**src/rtl/rcht_pkg.sv**
```systemverilog
// ----------------------------------------------------------------------------
// rcht_pkg
// Types and constants shared by the chunk header tracker and its checker.
// ----------------------------------------------------------------------------
package rcht_pkg;

  // Input word: one 8-byte chunk header candidate plus slot select.
  typedef struct packed {
    logic [7:0]  lead_byte;
    logic [23:0] time_bytes;
    logic [23:0] length_bytes;
    logic [7:0]  media_byte;
    logic        slot_select;
  } in_t;

  // Result word.
  typedef struct packed {
    logic        accepted;
    logic        matched_slot;
    logic [1:0]  header_kind;
    logic [7:0]  slot_separator;
    logic [7:0]  slot_residual;
    logic [23:0] slot_length;
    logic [23:0] slot_timestamp;
    logic [7:0]  down_separator;
    logic [7:0]  up_separator;
  } out_t;

  // Direction mode register codes
  localparam logic [1:0] MODE_CLIENT = 2'd0;
  localparam logic [1:0] MODE_SERVER = 2'd1;
  localparam logic [1:0] MODE_NOSEP  = 2'd2;
  localparam logic [1:0] MODE_BOTH   = 2'd3;

  // Reported header kinds (also stored slot kinds, minus the reject code)
  localparam logic [1:0] KIND_FULL   = 2'd0;
  localparam logic [1:0] KIND_SHORT  = 2'd1;
  localparam logic [1:0] KIND_STAMP  = 2'd2;
  localparam logic [1:0] KIND_REJECT = 2'd3;

  // Lead byte high nibble codes
  localparam logic [3:0] NIB_FULL  = 4'h0;
  localparam logic [3:0] NIB_SHORT = 4'h4;
  localparam logic [3:0] NIB_STAMP = 4'h8;

  // Media types
  localparam logic [7:0] MEDIA_AUDIO = 8'd8;
  localparam logic [7:0] MEDIA_VIDEO = 8'd9;
  localparam logic [7:0] MEDIA_MIN   = 8'd2;
  localparam logic [7:0] MEDIA_MAX   = 8'h1F;

  localparam logic [7:0] SEP_BASE = 8'hC0;

  // Residual divisors
  localparam logic [8:0] DIV_AUDIO = 9'd65;
  localparam logic [7:0] DIV_OTHER = 8'd128;
  localparam int unsigned MAX_RESIDUAL = 128;

endpackage

```
**src/rtl/rtmp_chunk_header_tracker_top.sv**
```systemverilog
// ----------------------------------------------------------------------------
// rtmp_chunk_header_tracker_top
// Chunk header classifier with two slots of per-stream state.
// ----------------------------------------------------------------------------
// The result word is registered and valid in the cycle after its input word is accepted.
// Throughput: 1 word per cycle; slot state updates at the accept edge, so a
//   following word sees it with no bubble. One output register, in_ready
//   drops only while a result is held by out_ready low.
// Reset (rst, synchronous, active high): slot state, separators, direction
//   mode and out_valid clear to zero.
// ----------------------------------------------------------------------------
module rtmp_chunk_header_tracker_top (
  input  logic                clk,
  input  logic                rst,
  input  logic                in_valid,
  output logic                in_ready,
  input  rcht_pkg::in_t       in_data,
  output logic                out_valid,
  input  logic                out_ready,
  output rcht_pkg::out_t      out_data,
  input  logic                cfg_valid,
  output logic                cfg_ready,
  input  logic [1:0]          cfg_data
);

  // --------------------------------------------------------------------------
  // State
  // --------------------------------------------------------------------------
  logic [1:0]  direction_mode;
  logic [1:0]  slot_kind       [2];
  logic [4:0]  slot_media      [2];
  logic [23:0] slot_stamp      [2];
  logic [23:0] slot_msg_length [2];
  logic [7:0]  slot_sep        [2];
  logic [7:0]  slot_rest       [2];
  logic [7:0]  av_separators   [2];

  logic [1:0]  slot_kind_next       [2];
  logic [4:0]  slot_media_next      [2];
  logic [23:0] slot_stamp_next      [2];
  logic [23:0] slot_msg_length_next [2];
  logic [7:0]  slot_sep_next        [2];
  logic [7:0]  slot_rest_next       [2];
  logic [7:0]  av_separators_next   [2];

  rcht_pkg::out_t out_next;

  logic in_fire;

  assign cfg_ready = 1'b1;
  assign in_ready  = !out_valid || out_ready;
  assign in_fire   = in_valid && in_ready;

  // --------------------------------------------------------------------------
  // Header decode
  // --------------------------------------------------------------------------
  logic [3:0] kind_nib;
  logic [3:0] chan_nib;
  logic       full_hit;
  logic       stamp_cand;
  logic       match0;
  logic       match1;
  logic       stamp_hit;
  logic       stamp_slot;
  logic       res_slot;

  assign kind_nib = in_data.lead_byte[7:4];
  assign chan_nib = in_data.lead_byte[3:0];

  // Full header: nibble 0 or 4, top timestamp byte zero, media 2..31
  assign full_hit = (kind_nib == rcht_pkg::NIB_FULL || kind_nib == rcht_pkg::NIB_SHORT)
                 && (in_data.time_bytes[23:16] == 8'h00)
                 && (in_data.media_byte >= rcht_pkg::MEDIA_MIN)
                 && (in_data.media_byte <= rcht_pkg::MEDIA_MAX);

  // Timestamp-only header needs at least one separator set; slot 0 wins ties
  assign stamp_cand = (kind_nib == rcht_pkg::NIB_STAMP)
                   && (slot_sep[0] != 8'h00 || slot_sep[1] != 8'h00);
  assign match0     = (slot_sep[0][3:0] == chan_nib);
  assign match1     = (slot_sep[1][3:0] == chan_nib);
  assign stamp_hit  = stamp_cand && (match0 || match1);
  assign stamp_slot = !match0;

  // --------------------------------------------------------------------------
  // Residual: length mod 65 (audio) or mod 128, zero mapped to the divisor.
  // 64 == -1 (mod 65), so alternate-sign 6-bit digit sum, then at most
  // three conditional subtracts on a 9-bit value.
  // --------------------------------------------------------------------------
  logic [8:0] fold65;
  logic [8:0] mod65;
  logic [7:0] rest_audio;
  logic [7:0] rest_other;
  logic [7:0] rest_val;

  always_comb begin
    // +130 keeps the sum non-negative (range 4..256)
    fold65 = 9'd130
           + {3'b000, in_data.length_bytes[5:0]}
           + {3'b000, in_data.length_bytes[17:12]}
           - {3'b000, in_data.length_bytes[11:6]}
           - {3'b000, in_data.length_bytes[23:18]};
    priority if (fold65 >= 9'(3 * rcht_pkg::DIV_AUDIO)) begin
      mod65 = fold65 - 9'(3 * rcht_pkg::DIV_AUDIO);
    end else if (fold65 >= 9'(2 * rcht_pkg::DIV_AUDIO)) begin
      mod65 = fold65 - 9'(2 * rcht_pkg::DIV_AUDIO);
    end else if (fold65 >= rcht_pkg::DIV_AUDIO) begin
      mod65 = fold65 - rcht_pkg::DIV_AUDIO;
    end else begin
      mod65 = fold65;
    end
  end

  assign rest_audio = (mod65 == 9'd0) ? rcht_pkg::DIV_AUDIO[7:0] : mod65[7:0];
  assign rest_other = (in_data.length_bytes[6:0] == 7'd0) ? rcht_pkg::DIV_OTHER
                                                         : {1'b0, in_data.length_bytes[6:0]};
  assign rest_val   = (in_data.media_byte == rcht_pkg::MEDIA_AUDIO) ? rest_audio : rest_other;

  // Separator candidates (8-bit wrap)
  logic [7:0] sep_own;
  logic [7:0] sep_m1;
  logic [7:0] sep_m2;

  assign sep_own = rcht_pkg::SEP_BASE + {4'h0, chan_nib};
  assign sep_m1  = sep_own - 8'd1;
  assign sep_m2  = sep_own - 8'd2;

  // --------------------------------------------------------------------------
  // Next state
  // --------------------------------------------------------------------------
  always_comb begin
    for (int i = 0; i < 2; i++) begin
      slot_kind_next[i]       = slot_kind[i];
      slot_media_next[i]      = slot_media[i];
      slot_stamp_next[i]      = slot_stamp[i];
      slot_msg_length_next[i] = slot_msg_length[i];
      slot_sep_next[i]        = slot_sep[i];
      slot_rest_next[i]       = slot_rest[i];
      av_separators_next[i]   = av_separators[i];
    end

    if (full_hit) begin
      for (int i = 0; i < 2; i++) begin
        if (in_data.slot_select == 1'(i)) begin
          slot_kind_next[i]       = (kind_nib == rcht_pkg::NIB_FULL) ? rcht_pkg::KIND_FULL
                                                                      : rcht_pkg::KIND_SHORT;
          slot_media_next[i]      = in_data.media_byte[4:0];
          slot_stamp_next[i]      = in_data.time_bytes;
          slot_msg_length_next[i] = in_data.length_bytes;
          if (direction_mode != rcht_pkg::MODE_NOSEP) begin
            slot_sep_next[i]  = sep_own;
            slot_rest_next[i] = rest_val;
          end
        end
      end
      // video on slot 0 marks slot 1 as its audio companion
      if (in_data.media_byte == rcht_pkg::MEDIA_VIDEO && !in_data.slot_select) begin
        slot_media_next[1] = rcht_pkg::MEDIA_AUDIO[4:0];
      end
      if (!in_data.slot_select) begin
        priority if (direction_mode == rcht_pkg::MODE_CLIENT) begin
          slot_sep_next[1] = sep_m2;
        end else if (direction_mode == rcht_pkg::MODE_SERVER) begin
          slot_sep_next[1] = sep_m1;
        end else if (direction_mode == rcht_pkg::MODE_BOTH) begin
          slot_sep_next[1]      = rcht_pkg::SEP_BASE;
          av_separators_next[0] = sep_m1;
          av_separators_next[1] = sep_m2;
        end else begin
          slot_sep_next[1] = slot_sep[1];
        end
      end
    end else if (stamp_hit) begin
      for (int i = 0; i < 2; i++) begin
        if (stamp_slot == 1'(i)) begin
          slot_kind_next[i]  = rcht_pkg::KIND_STAMP;
          slot_stamp_next[i] = in_data.time_bytes;
          if (slot_media[i] == rcht_pkg::MEDIA_AUDIO[4:0]) begin
            slot_msg_length_next[i] = 24'd0;
            slot_rest_next[i]       = 8'd0;
          end
        end
      end
    end
  end

  // --------------------------------------------------------------------------
  // Result word, read from the updated slot
  // --------------------------------------------------------------------------
  assign res_slot = (!full_hit && stamp_hit) ? stamp_slot : in_data.slot_select;

  always_comb begin
    out_next.accepted     = full_hit || stamp_hit;
    out_next.matched_slot = res_slot;
    priority if (full_hit) begin
      out_next.header_kind = (kind_nib == rcht_pkg::NIB_FULL) ? rcht_pkg::KIND_FULL
                                                               : rcht_pkg::KIND_SHORT;
    end else if (stamp_hit) begin
      out_next.header_kind = rcht_pkg::KIND_STAMP;
    end else begin
      out_next.header_kind = rcht_pkg::KIND_REJECT;
    end
    out_next.slot_separator = res_slot ? slot_sep_next[1]        : slot_sep_next[0];
    out_next.slot_residual  = res_slot ? slot_rest_next[1]       : slot_rest_next[0];
    out_next.slot_length    = res_slot ? slot_msg_length_next[1] : slot_msg_length_next[0];
    out_next.slot_timestamp = res_slot ? slot_stamp_next[1]      : slot_stamp_next[0];
    out_next.down_separator = av_separators_next[0];
    out_next.up_separator   = av_separators_next[1];
  end

  // --------------------------------------------------------------------------
  // Registers
  // --------------------------------------------------------------------------
  always_ff @(posedge clk) begin
    if (rst) begin
      direction_mode <= rcht_pkg::MODE_CLIENT;
      out_valid      <= 1'b0;
      for (int i = 0; i < 2; i++) begin
        slot_kind[i]       <= 2'd0;
        slot_media[i]      <= 5'd0;
        slot_stamp[i]      <= 24'd0;
        slot_msg_length[i] <= 24'd0;
        slot_sep[i]        <= 8'd0;
        slot_rest[i]       <= 8'd0;
        av_separators[i]   <= 8'd0;
      end
    end else begin
      if (cfg_valid && cfg_ready) begin
        direction_mode <= cfg_data;
      end
      if (in_fire) begin
        out_valid <= 1'b1;
        for (int i = 0; i < 2; i++) begin
          slot_kind[i]       <= slot_kind_next[i];
          slot_media[i]      <= slot_media_next[i];
          slot_stamp[i]      <= slot_stamp_next[i];
          slot_msg_length[i] <= slot_msg_length_next[i];
          slot_sep[i]        <= slot_sep_next[i];
          slot_rest[i]       <= slot_rest_next[i];
          av_separators[i]   <= av_separators_next[i];
        end
      end else if (out_ready) begin
        out_valid <= 1'b0;
      end
    end
  end

  // result payload, no reset needed
  always_ff @(posedge clk) begin
    if (in_fire) begin
      out_data <= out_next;
    end
  end

endmodule

```
**config.mk**
```make
export PLATFORM = sky130hd
export DESIGN_NAME = rtmp_chunk_header_tracker_top
export DESIGN_NICKNAME = d
export VERILOG_FILES = /design/src/rtl/rcht_pkg.sv /design/src/rtl/rtmp_chunk_header_tracker_top.sv
export SDC_FILE = /design/constraint.sdc
export NUM_CORES = 1
export LEC_CHECK = 0
export BUFFER_PORTS_ARGS = -buffer_cell sky130_fd_sc_hd__buf_2
export CAP_MARGIN = 15
export CORE_AREA = 3 3 151 153
export CTS_CLUSTER_DIAMETER = 60
export DETAILED_ROUTE_END_ITERATION = 8
export DIE_AREA = 0 0 154 156
export PLACE_DENSITY = 0.8
export SYNTH_ARGS = -nofsm -noshare
export SYNTH_HDL_FRONTEND = slang
export SYNTH_SLANG_ARGS = --single-unit
```
**constraint.sdc**
```tcl
create_clock -name clk -period 6.1 [get_ports clk]
set_input_delay 0.915 -clock clk [delete_from_list [all_inputs] [get_ports clk]]
set_output_delay 0.915 -clock clk [all_outputs]
set_load 0.005 [all_outputs]
```
* After elaboration in Yosys (flattened, before gate mapping)
Memories as Yosys holds them, arrays and structs flattened.
Cells that the tools add are included.
** Word-level totals
- Register bits after elaboration :: 87
- Bits in writable memories :: 154
- Input bits :: 72
- Output and inout bits :: 87
- Memories :: 6
** Operators by class
- Add/sub/neg operators :: 10
- Order comparisons :: 5
- Eq/ne operators :: 11
- Muxes and demuxes :: 74
- Bitwise operators :: 12
- Reductions and logical operators :: 25
** Memory list
- slot_msg_length :: words 2, bits a word 24, read ports 2, clocked after Yosys merged registers in 0, write ports 2, line rtmp_chunk_header_tracker_top.sv:33 : logic [23:0] slot_msg_length [2];
- slot_stamp :: words 2, bits a word 24, read ports 2, clocked after Yosys merged registers in 0, write ports 2, line rtmp_chunk_header_tracker_top.sv:32 : logic [23:0] slot_stamp [2];
- av_separators :: words 2, bits a word 8, read ports 2, clocked after Yosys merged registers in 0, write ports 2, line rtmp_chunk_header_tracker_top.sv:36 : logic [7:0] av_separators [2];
- slot_rest :: words 2, bits a word 8, read ports 2, clocked after Yosys merged registers in 0, write ports 2, line rtmp_chunk_header_tracker_top.sv:35 : logic [7:0] slot_rest [2];
- slot_sep :: words 2, bits a word 8, read ports 2, clocked after Yosys merged registers in 0, write ports 2, line rtmp_chunk_header_tracker_top.sv:34 : logic [7:0] slot_sep [2];
- slot_media :: words 2, bits a word 5, read ports 2, clocked after Yosys merged registers in 0, write ports 2, line rtmp_chunk_header_tracker_top.sv:31 : logic [4:0] slot_media [2];
** Operators with widths (count)
- $mux 24 :: 16
- $mux 8 :: 26
- $mux 48 :: 4
- $mux 16 :: 8
- $mux 9 :: 3
- $mux 5 :: 5
- $ge 9x8->1 const B :: 2
- $sub 9x6->9 :: 2
- $sub 9x8->9 const B :: 2
- $eq 8x4->1 const B :: 2
- $reduce_bool 8->1 :: 2
- $or 1x1->1 :: 12
- $eq 5x4->1 const B :: 2
- $mux 1 :: 10
- $mux 10 :: 1
- $add 8x6->9 const A :: 1
- $add 9x6->9 :: 1
- $ge 9x7->1 const B :: 1
- $logic_not 9->1 :: 1
- $sub 9x7->9 const B :: 1
- $add 7x5->8 const A :: 1
- $eq 4x4->1 :: 2
- $ge 8x2->1 const B :: 1
- $le 8x5->1 const B :: 1
- other kinds (16) :: 30

* Depth between registers and ports, before layout
Gate-level depths: netlist of the first run.
- Depth after elaboration :: 15
- Mapped depth :: 19
- Gate-level depth less buffers :: 19

* Worst setup path before layout of the first run
Ideal clock, no wire load.
- Path type :: in2reg
- Start :: input in_data[10] in the netlist's numbering
- End :: memory slot_rest[1][6], in the netlist slot_rest[0][14] (data pin)
- Library setup time :: 0.260 ns
- Arrival time :: 5.212 ns
- Data required time :: 5.840 ns
- Setup slack :: 0.628 ns
- Cell stages on the path :: 17
- Cell sequence :: inv_1 fa_1 inv_1 fa_1 fa_1 ha_1 fa_1 and3_1 o21ai_0 nand2_1 o311ai_0 mux2_2 o211ai_1 nor3b_2 nand4b_2 a31oi_2 a2bb2o_1
** RTL lines
- start: declaration :: line rtmp_chunk_header_tracker_top.sv:17 : input rcht_pkg::in_t in_data,
- end: declaration :: line rtmp_chunk_header_tracker_top.sv:35

==> qor.csv, run 1 <==
metric,value,unit
CTS tree,built,
largest net degree at the start of global routing,79,
critical path data required time,6.51,ns
"Slew Viols, Final",0,
CTS max path bufs,3,
chip height,156,um
Routed WL,33.52,mm
CP max stage cell,fa_1,
vias in the first global route,9742,
Slew headroom,26.81,%
initial core utilization,58.25,%
final hold viol count,0,
DRC viols,0,
Final TNS setup,0,ns
Yosys cell types,79,
CP dominant cell by count,fa_1,
Worst Skew,0.02131,ns
root buf cell,clkbuf_16,
Ys Warns,0,
Tmin final,5.488,ns
Synthesized Nets,1279,
CTS buffer count,27,
nets,1421,
first-pass GRT wire length,52.98,mm
mean post-synth cell area,10.79,um2
max cap viols,0,
Clock Sinks,241,
Ports,159,
layout cells sized above 1,19.67,%
"FF+latch count, synth",241,
number of synthesized flops with an enable pin,238,
"delay-heaviest family, CP",adder cells,
CP Cell Sequence,buf_2 > inv_1 > fa_1 > inv_1 > fa_1 > fa_1 > ha_1 > fa_1 > xnor2_1 > nand2b_2 > a2111oi_2 > o31ai_2 > buf_4 > a21o_2 > o211a_1 > nor3b_2 > nand4b_2 > a31oi_2 > a31o_1,
Final ANT Viol Nets,0,
Fmax achieved,182.2,MHz
full die area,24020,um2
status,finished clean,
"Arr. time, crit path",5.90,ns
RSZ-0062 raised after global routing,no,
asr flop ratio synth,0,%
Placeable Area,21690,um2
violation count after the first detailed-route iteration,864,
H-tree Lvls,1,
Post-synth top flop,edfxtp_1,
P_leak,0.005802,uW
"Period Utilization, post-route",89.96,%
Synth Instances,1171,
Netlist Area Pre-Place,12630,um2
IO Port Bufs,157,
DR pass1 iterations,5,
Clock transition at path regs,0.06,ns
Fillers,1655,
Chip Width,154,um
share of the yosys chip area belonging to registers,57.05,%
Placement Rows,54,
Area Overhead vs Synth,15.29,%
Avg WL per Cell,20.77,um
Total Routing Usage GR,27.15,%
routed via count,9913,
"slowest stage delay, CP",0.52,ns
grt ovf,0,
placed insts,1564,
initial antenna violation count,3,
cts repair resizes,0,
"Setup Fix Bufs, Post-CTS",0,
power density over cell area,331.2,nW/um2
dpl hpwl,22.20,mm
CP endpoint kind,register,
Worst Hold Margin,0.5451,ns
critical path peak fanout,6,
"Buf+Inv Stages, Crit Path",4,
worst hold path type,reg -> reg,
Final Wtd Congestion,0.9450,
Final Non-Filler Cells,1614,
Worst Tran Pin Value,1.098,ns
CP Launch Type,input pin,
maximum vdd drop,0.2746,mV
final setup fails,0,
post-DR vias/cell,6.142,
CTS Hold Buffers Added,0,
critical setup path kind,in -> reg,
Clock Latency Late Sink,0.55,ns
## cell families after synthesis
kind of cell	after synthesis	share of synthesized area, %
and+or+nand+nor	469	16.91
AOI/OAI and AO/OA	246	12.67
DFF	241	57.05
buffers and inverters	107	3.566
muxes	55	4.397
adders and majority gates	36	4.279
xor gates and xnor gates	16	1.109
other	1	0.02968
## flip-flops by register name (all words and copies together), names as in the netlist
register / cells
slot_rest: 16
slot_media: 10
slot_msg_length: 48
direction_mode: 2
av_separators: 16
slot_sep: 16
out_valid: 1
slot_stamp: 48
out_data: 84
## cell usage after synthesis (all sizes together) (6+ instances only)
library cell / count / area (um2)
a21o: 6 / 47.55
a21oi: 89 / 445.4
a22oi: 28 / 210.2
a31oi: 11 / 81.32
and2: 35 / 220.2
and3: 21 / 132.6
buf: 13 / 77.58
clkbuf: 59 / 241.5
edfxtp: 238 / 7147
fa: 12 / 240.2
ha: 24 / 300.3
inv: 35 / 131.4
mux2i: 51 / 510.5
nand2: 158 / 593.1
nand2b: 10 / 65.06
nand3: 57 / 285.3
nor2: 147 / 556.8
nor3: 11 / 55.05
nor4: 10 / 62.56
o211ai: 6 / 45.04
o21ai: 33 / 165.2
o22ai: 28 / 175.2
xnor2: 7 / 61.31
xor2: 9 / 78.83
## layer usage
layer  part of all wire (%)  vias up  track usage [%]
met5                  0.081        -                0
met4                    2.7        4            7.822
met3                    7.9       61            3.662
met2                     50      511            46.13
met1                     40     4775            37.01
li1                       -     4562                -
## cell usage in the layout (no fill, tap or decap), drive strengths merged, types with 21 or more instances in the layout
| master | Yosys | final |
|---|---|---|
| edfxtp | 238 | 238 |
| buf | 13 | 185 |
| nand2 | 158 | 158 |
| nor2 | 147 | 147 |
| a21oi | 89 | 89 |
| nand3 | 57 | 57 |
| mux2i | 51 | 51 |
| inv | 35 | 36 |
| and2 | 35 | 35 |
| o21ai | 33 | 33 |
| clkbuf | 59 | 31 |
| o22ai | 28 | 28 |
| a22oi | 28 | 28 |
| ha | 24 | 24 |
| and3 | 21 | 21 |
## stage by stage
step / total power, uW / utilization (%) / setup WS, ns / instance area [um2]
floorplan: 2859 / - / 0.6276 / 12630
global placement: 3236 / 63.12 / 0.2385 / 13690
detailed placement: 3224 / 63.12 / 0.1418 / 13690
CTS: 4825 / 67.13 / 0.6953 / 14560
global route: 5023 / 67.15 / 0.4015 / 14560
finish: 4823 / 67.16 / 0.6123 / 14570
## worst reg2reg max path, stage by stage, from the launching register on
cell	delay, ns
edfxtp_1	0.48
xor2_1	0.21
nor4_1	0.59
nand3_1	0.30
o21ai_4	0.14
buf_4	0.48
nand2_1	0.11
buf_4	0.26
nand2_1	0.81
nor2_1	0.08
nor2_1	0.18
## worst paths after layout
check | startpoint | endpoint | slack [ns] | cells past startpoint
max | in_data[10] | slot_rest[0][6] | 0.61 | 19
min | slot_msg_length[0][34] | out_data[50] | 0.55 | 2
max reg2reg | slot_sep[0][0] | out_data[29] | 2.29 | 10
min reg2reg | slot_msg_length[0][34] | out_data[50] | 0.55 | 2
## layout make-up
type | count | area [um2] | area share [%]
sequential | 241 | 7207 | 49.48
clock buffer | 31 | 690.7 | 4.742
tap | 280 | 350.3 | 2.405
clock inverter | 17 | 180.2 | 1.237
inverter | 35 | 132.6 | 0.9106
antenna | 2 | 5.005 | 0.03436
timing repair buffer | 185 | 996.0 | 6.838
multi-input combinational | 823 | 5004 | 34.35
## where the power goes
group	switching [uW]	leakage, uW	internal [uW]
Combinational	746	0.00283	467
Sequential	47.7	0.00254	1960
Clock	661	0.000432	943
Total	1460	0.00580	3370
Power figures use the tool's default switching activity.
==> inputs of run 2 (changes only) <==
ABC_AREA = 0   (was default)
PLACE_DENSITY = 0.83   (was 0.8)
==> qor.csv, run 2 (synthesis results as in run 1) <==
metric,value,unit,change
status,finished clean,,
Clock Latency Late Sink,0.54,ns,about the same
area occupied by multi-input gates,5001,um2,about the same
Area after DPL,13690,um2,about the same
IO Port Bufs,157,,unchanged
Avg WL per Cell,20.11,um,-3.2%
Final Instance Area,14530,um2,-0.23%
post-DR vias/cell,6.157,,+0.24%
violation count after the first detailed-route iteration,885,,+2.4%
hold path depth,1,,-1
CTS tree,built,,
CP endpoint kind,register,,
critical path peak fanout,9,,+3
"Setup Fix Bufs, Post-CTS",0,,unchanged
maximum vdd drop,0.2344,mV,-15%
register area,7207,um2,unchanged
first-pass GRT wire length,50.95,mm,-3.8%
Slew headroom,25.81,%,-1.0 points
CP Cell Sequence,buf_2 > inv_1 > fa_1 > fa_1 > inv_1 > fa_1 > ha_1 > fa_1 > nor2_1 > nand3_1 > o211a_1 > o311ai_0 > mux2_2 > o211ai_1 > nor3b_2 > nand4b_2 > a31oi_2 > a2bb2o_1,,
CP dominant cell by count,fa_1,,
Worst Tran Pin Value,1.113,ns,+0.01494 ns
Fmax achieved,183.9,MHz,+0.92%
H-tree Lvls,1,,unchanged
Tmin final,5.437,ns,-0.05023 ns
Final TNS setup,0,ns,unchanged
CP Launch Type,input pin,,
Reg2Reg Depth,10,,unchanged
routed via count,9937,,+0.24%
dpl hpwl,21.40,mm,-3.6%
DRC viols,0,,unchanged
Reg2Reg Setup Slack,2.34,ns,+0.05 ns
Top Registers,"out_data (84), slot_msg_length (48), slot_stamp (48)",,
crit path launch,in_data[10],,
Clock transition at path regs,0.06,ns,about the same
Worst Skew,0.01849,ns,-0.002815 ns
Final ANT Viol Nets,0,,unchanged
CP max stage cell,fa_1,,
initial antenna violation count,2,,-1
CTS max path bufs,3,,unchanged
root buf cell,clkbuf_16,,
Area Overhead vs Synth,15.02,%,
highest-count cells in the layout ignoring fill and taps,"238 x edfxtp_1, 158 x nand2_1, 157 x buf_2",,
layout cells sized above 1,19.31,%,-0.36 points
grt ovf,0,,unchanged
worst hold endpoint,out_data[15],,
Hold Path Origin,av_separators[0][7],,
"Buf+Inv Stages, Crit Path",3,,-1
Fillers,1647,,-0.48%
cts repair resizes,0,,unchanged
worst hold path type,reg -> reg,,
DR pass1 iterations,5,,unchanged
P_leak,0.005782,uW,-0.34%
Placement Rows,54,,unchanged
vias in the first global route,9548,,-2.0%
"Slew Viols, Final",0,,unchanged
RSZ-0062 raised after global routing,no,,
largest net degree at the start of global routing,64,,-19%
"slowest stage delay, CP",0.65,ns,+0.13 ns
Routed WL,32.45,mm,-3.2%
Chip Width,154,um,unchanged
final setup fails,0,,unchanged
max cap viols,0,,unchanged
critical path data required time,6.39,ns,-0.12 ns
CTS buffer count,26,,-3.7%
"Period Utilization, post-route",89.14,%,-0.82 points
"Arr. time, crit path",5.72,ns,-0.18 ns
Clock Sinks,241,,unchanged
Placeable Area,21690,um2,unchanged
critical setup path kind,in -> reg,,
Total Routing Usage GR,26.12,%,-1.0 points
Final Wtd Congestion,0.9291,,-1.7%
full die area,24020,um2,unchanged
power density over cell area,326.0,nW/um2,-1.5%
R2R Path End,out_data[33],,
worst r2r src,slot_sep[0][0],,
nets,1420,,-0.070%
CTS Hold Buffers Added,0,,unchanged
chip height,156,um,unchanged
final hold viol count,0,,unchanged
Largest register FFs,84,,unchanged
"delay-heaviest family, CP",adder cells,,
initial core utilization,58.25,%,unchanged
Ports,159,,unchanged
"commonest non-fill, non-tap cell in the layout",edfxtp_1,,
Top reg by flops,out_data,,
## run 2: changes by cell type in the layout (fill, tap and decap cells not counted)
cell        delta
inv_8          -1
nor2_2         -1
nor2_1         +1
inv_16         -1
clkinv_8       +1
clkbuf_1       -3
clkinv_2       -3
clkinv_1       +6
clkinv_4       +2
clkbuf_16      -1
diode_2        +1
clkinvlp_4     -1
## run 2: routing by layer
layer  part of all wire (%)  wire length, um  global-route usage [%]  vias up
li1                       -                -                       -     4574
met1                     40            12980                   36.23     4771
met2                     49            15880                   43.22      526
met3                    8.4             2710                   3.800       66
met4                    2.7              875                   8.032        0
met5                      0                0                       0        -
## run 2: final cells by class
class                           instances  area share, %
Antenna cell                            3        0.05166
Clock buffer                           27          4.503
Clock inverter                         20          1.257
Inverter                               35         0.9127
Multi-Input combinational cell        823          34.42
Sequential cell                       241          49.60
Tap cell                              280          2.411
Timing Repair Buffer                  185          6.854
## run 2: worst max path at each step
stage | endpoint | cells after the start
2_1_floorplan | slot_rest[0][14] | 17
5_1_grt | slot_rest[0][14] | 19
6_report | slot_rest[0][14] | 18
3_3_place_gp | slot_rest[0][14] | 18
3_5_place_dp | slot_rest[0][14] | 18
4_1_cts | slot_rest[0][14] | 18
## run 2: where the power goes
group,switching [uW],leakage (uW),total (uW),internal [uW]
logic,733,0.00283,1190,461
registers,47.2,0.00254,2010,1960
clock network,634,0.000413,1540,904
total,1410,0.00578,4740,3320
## run 2: through the flow
step / setup slack [ns] / std cells / util, % / hold slack [ns] / power [uW]
global route: 0.3257 / 1613 / 66.99 / 0.5715 / 4946
finish: 0.6626 / 1614 / 67.00 / 0.5340 / 4738
detailed placement: 0.07546 / 1564 / 63.11 / 0.5184 / 3206
global placement: 0.1743 / 1564 / 63.11 / 0.5038 / 3214
floorplan: 0.6276 / 1171 / - / 0.4928 / 2859
CTS: 0.6374 / 1611 / 66.97 / 0.5399 / 4743
## run 2: worst register-to-register path, cell delays in order, from the launching register on
cell and delay, ns:
edfxtp_1 0.45, xor2_1 0.19, nor4_1 0.57, nand3_1 0.32, and2_1 0.25, buf_4 0.22
nand2_1 0.11, buf_4 0.31, nand2_1 0.68, nor2_1 0.34, nor2_1 0.06
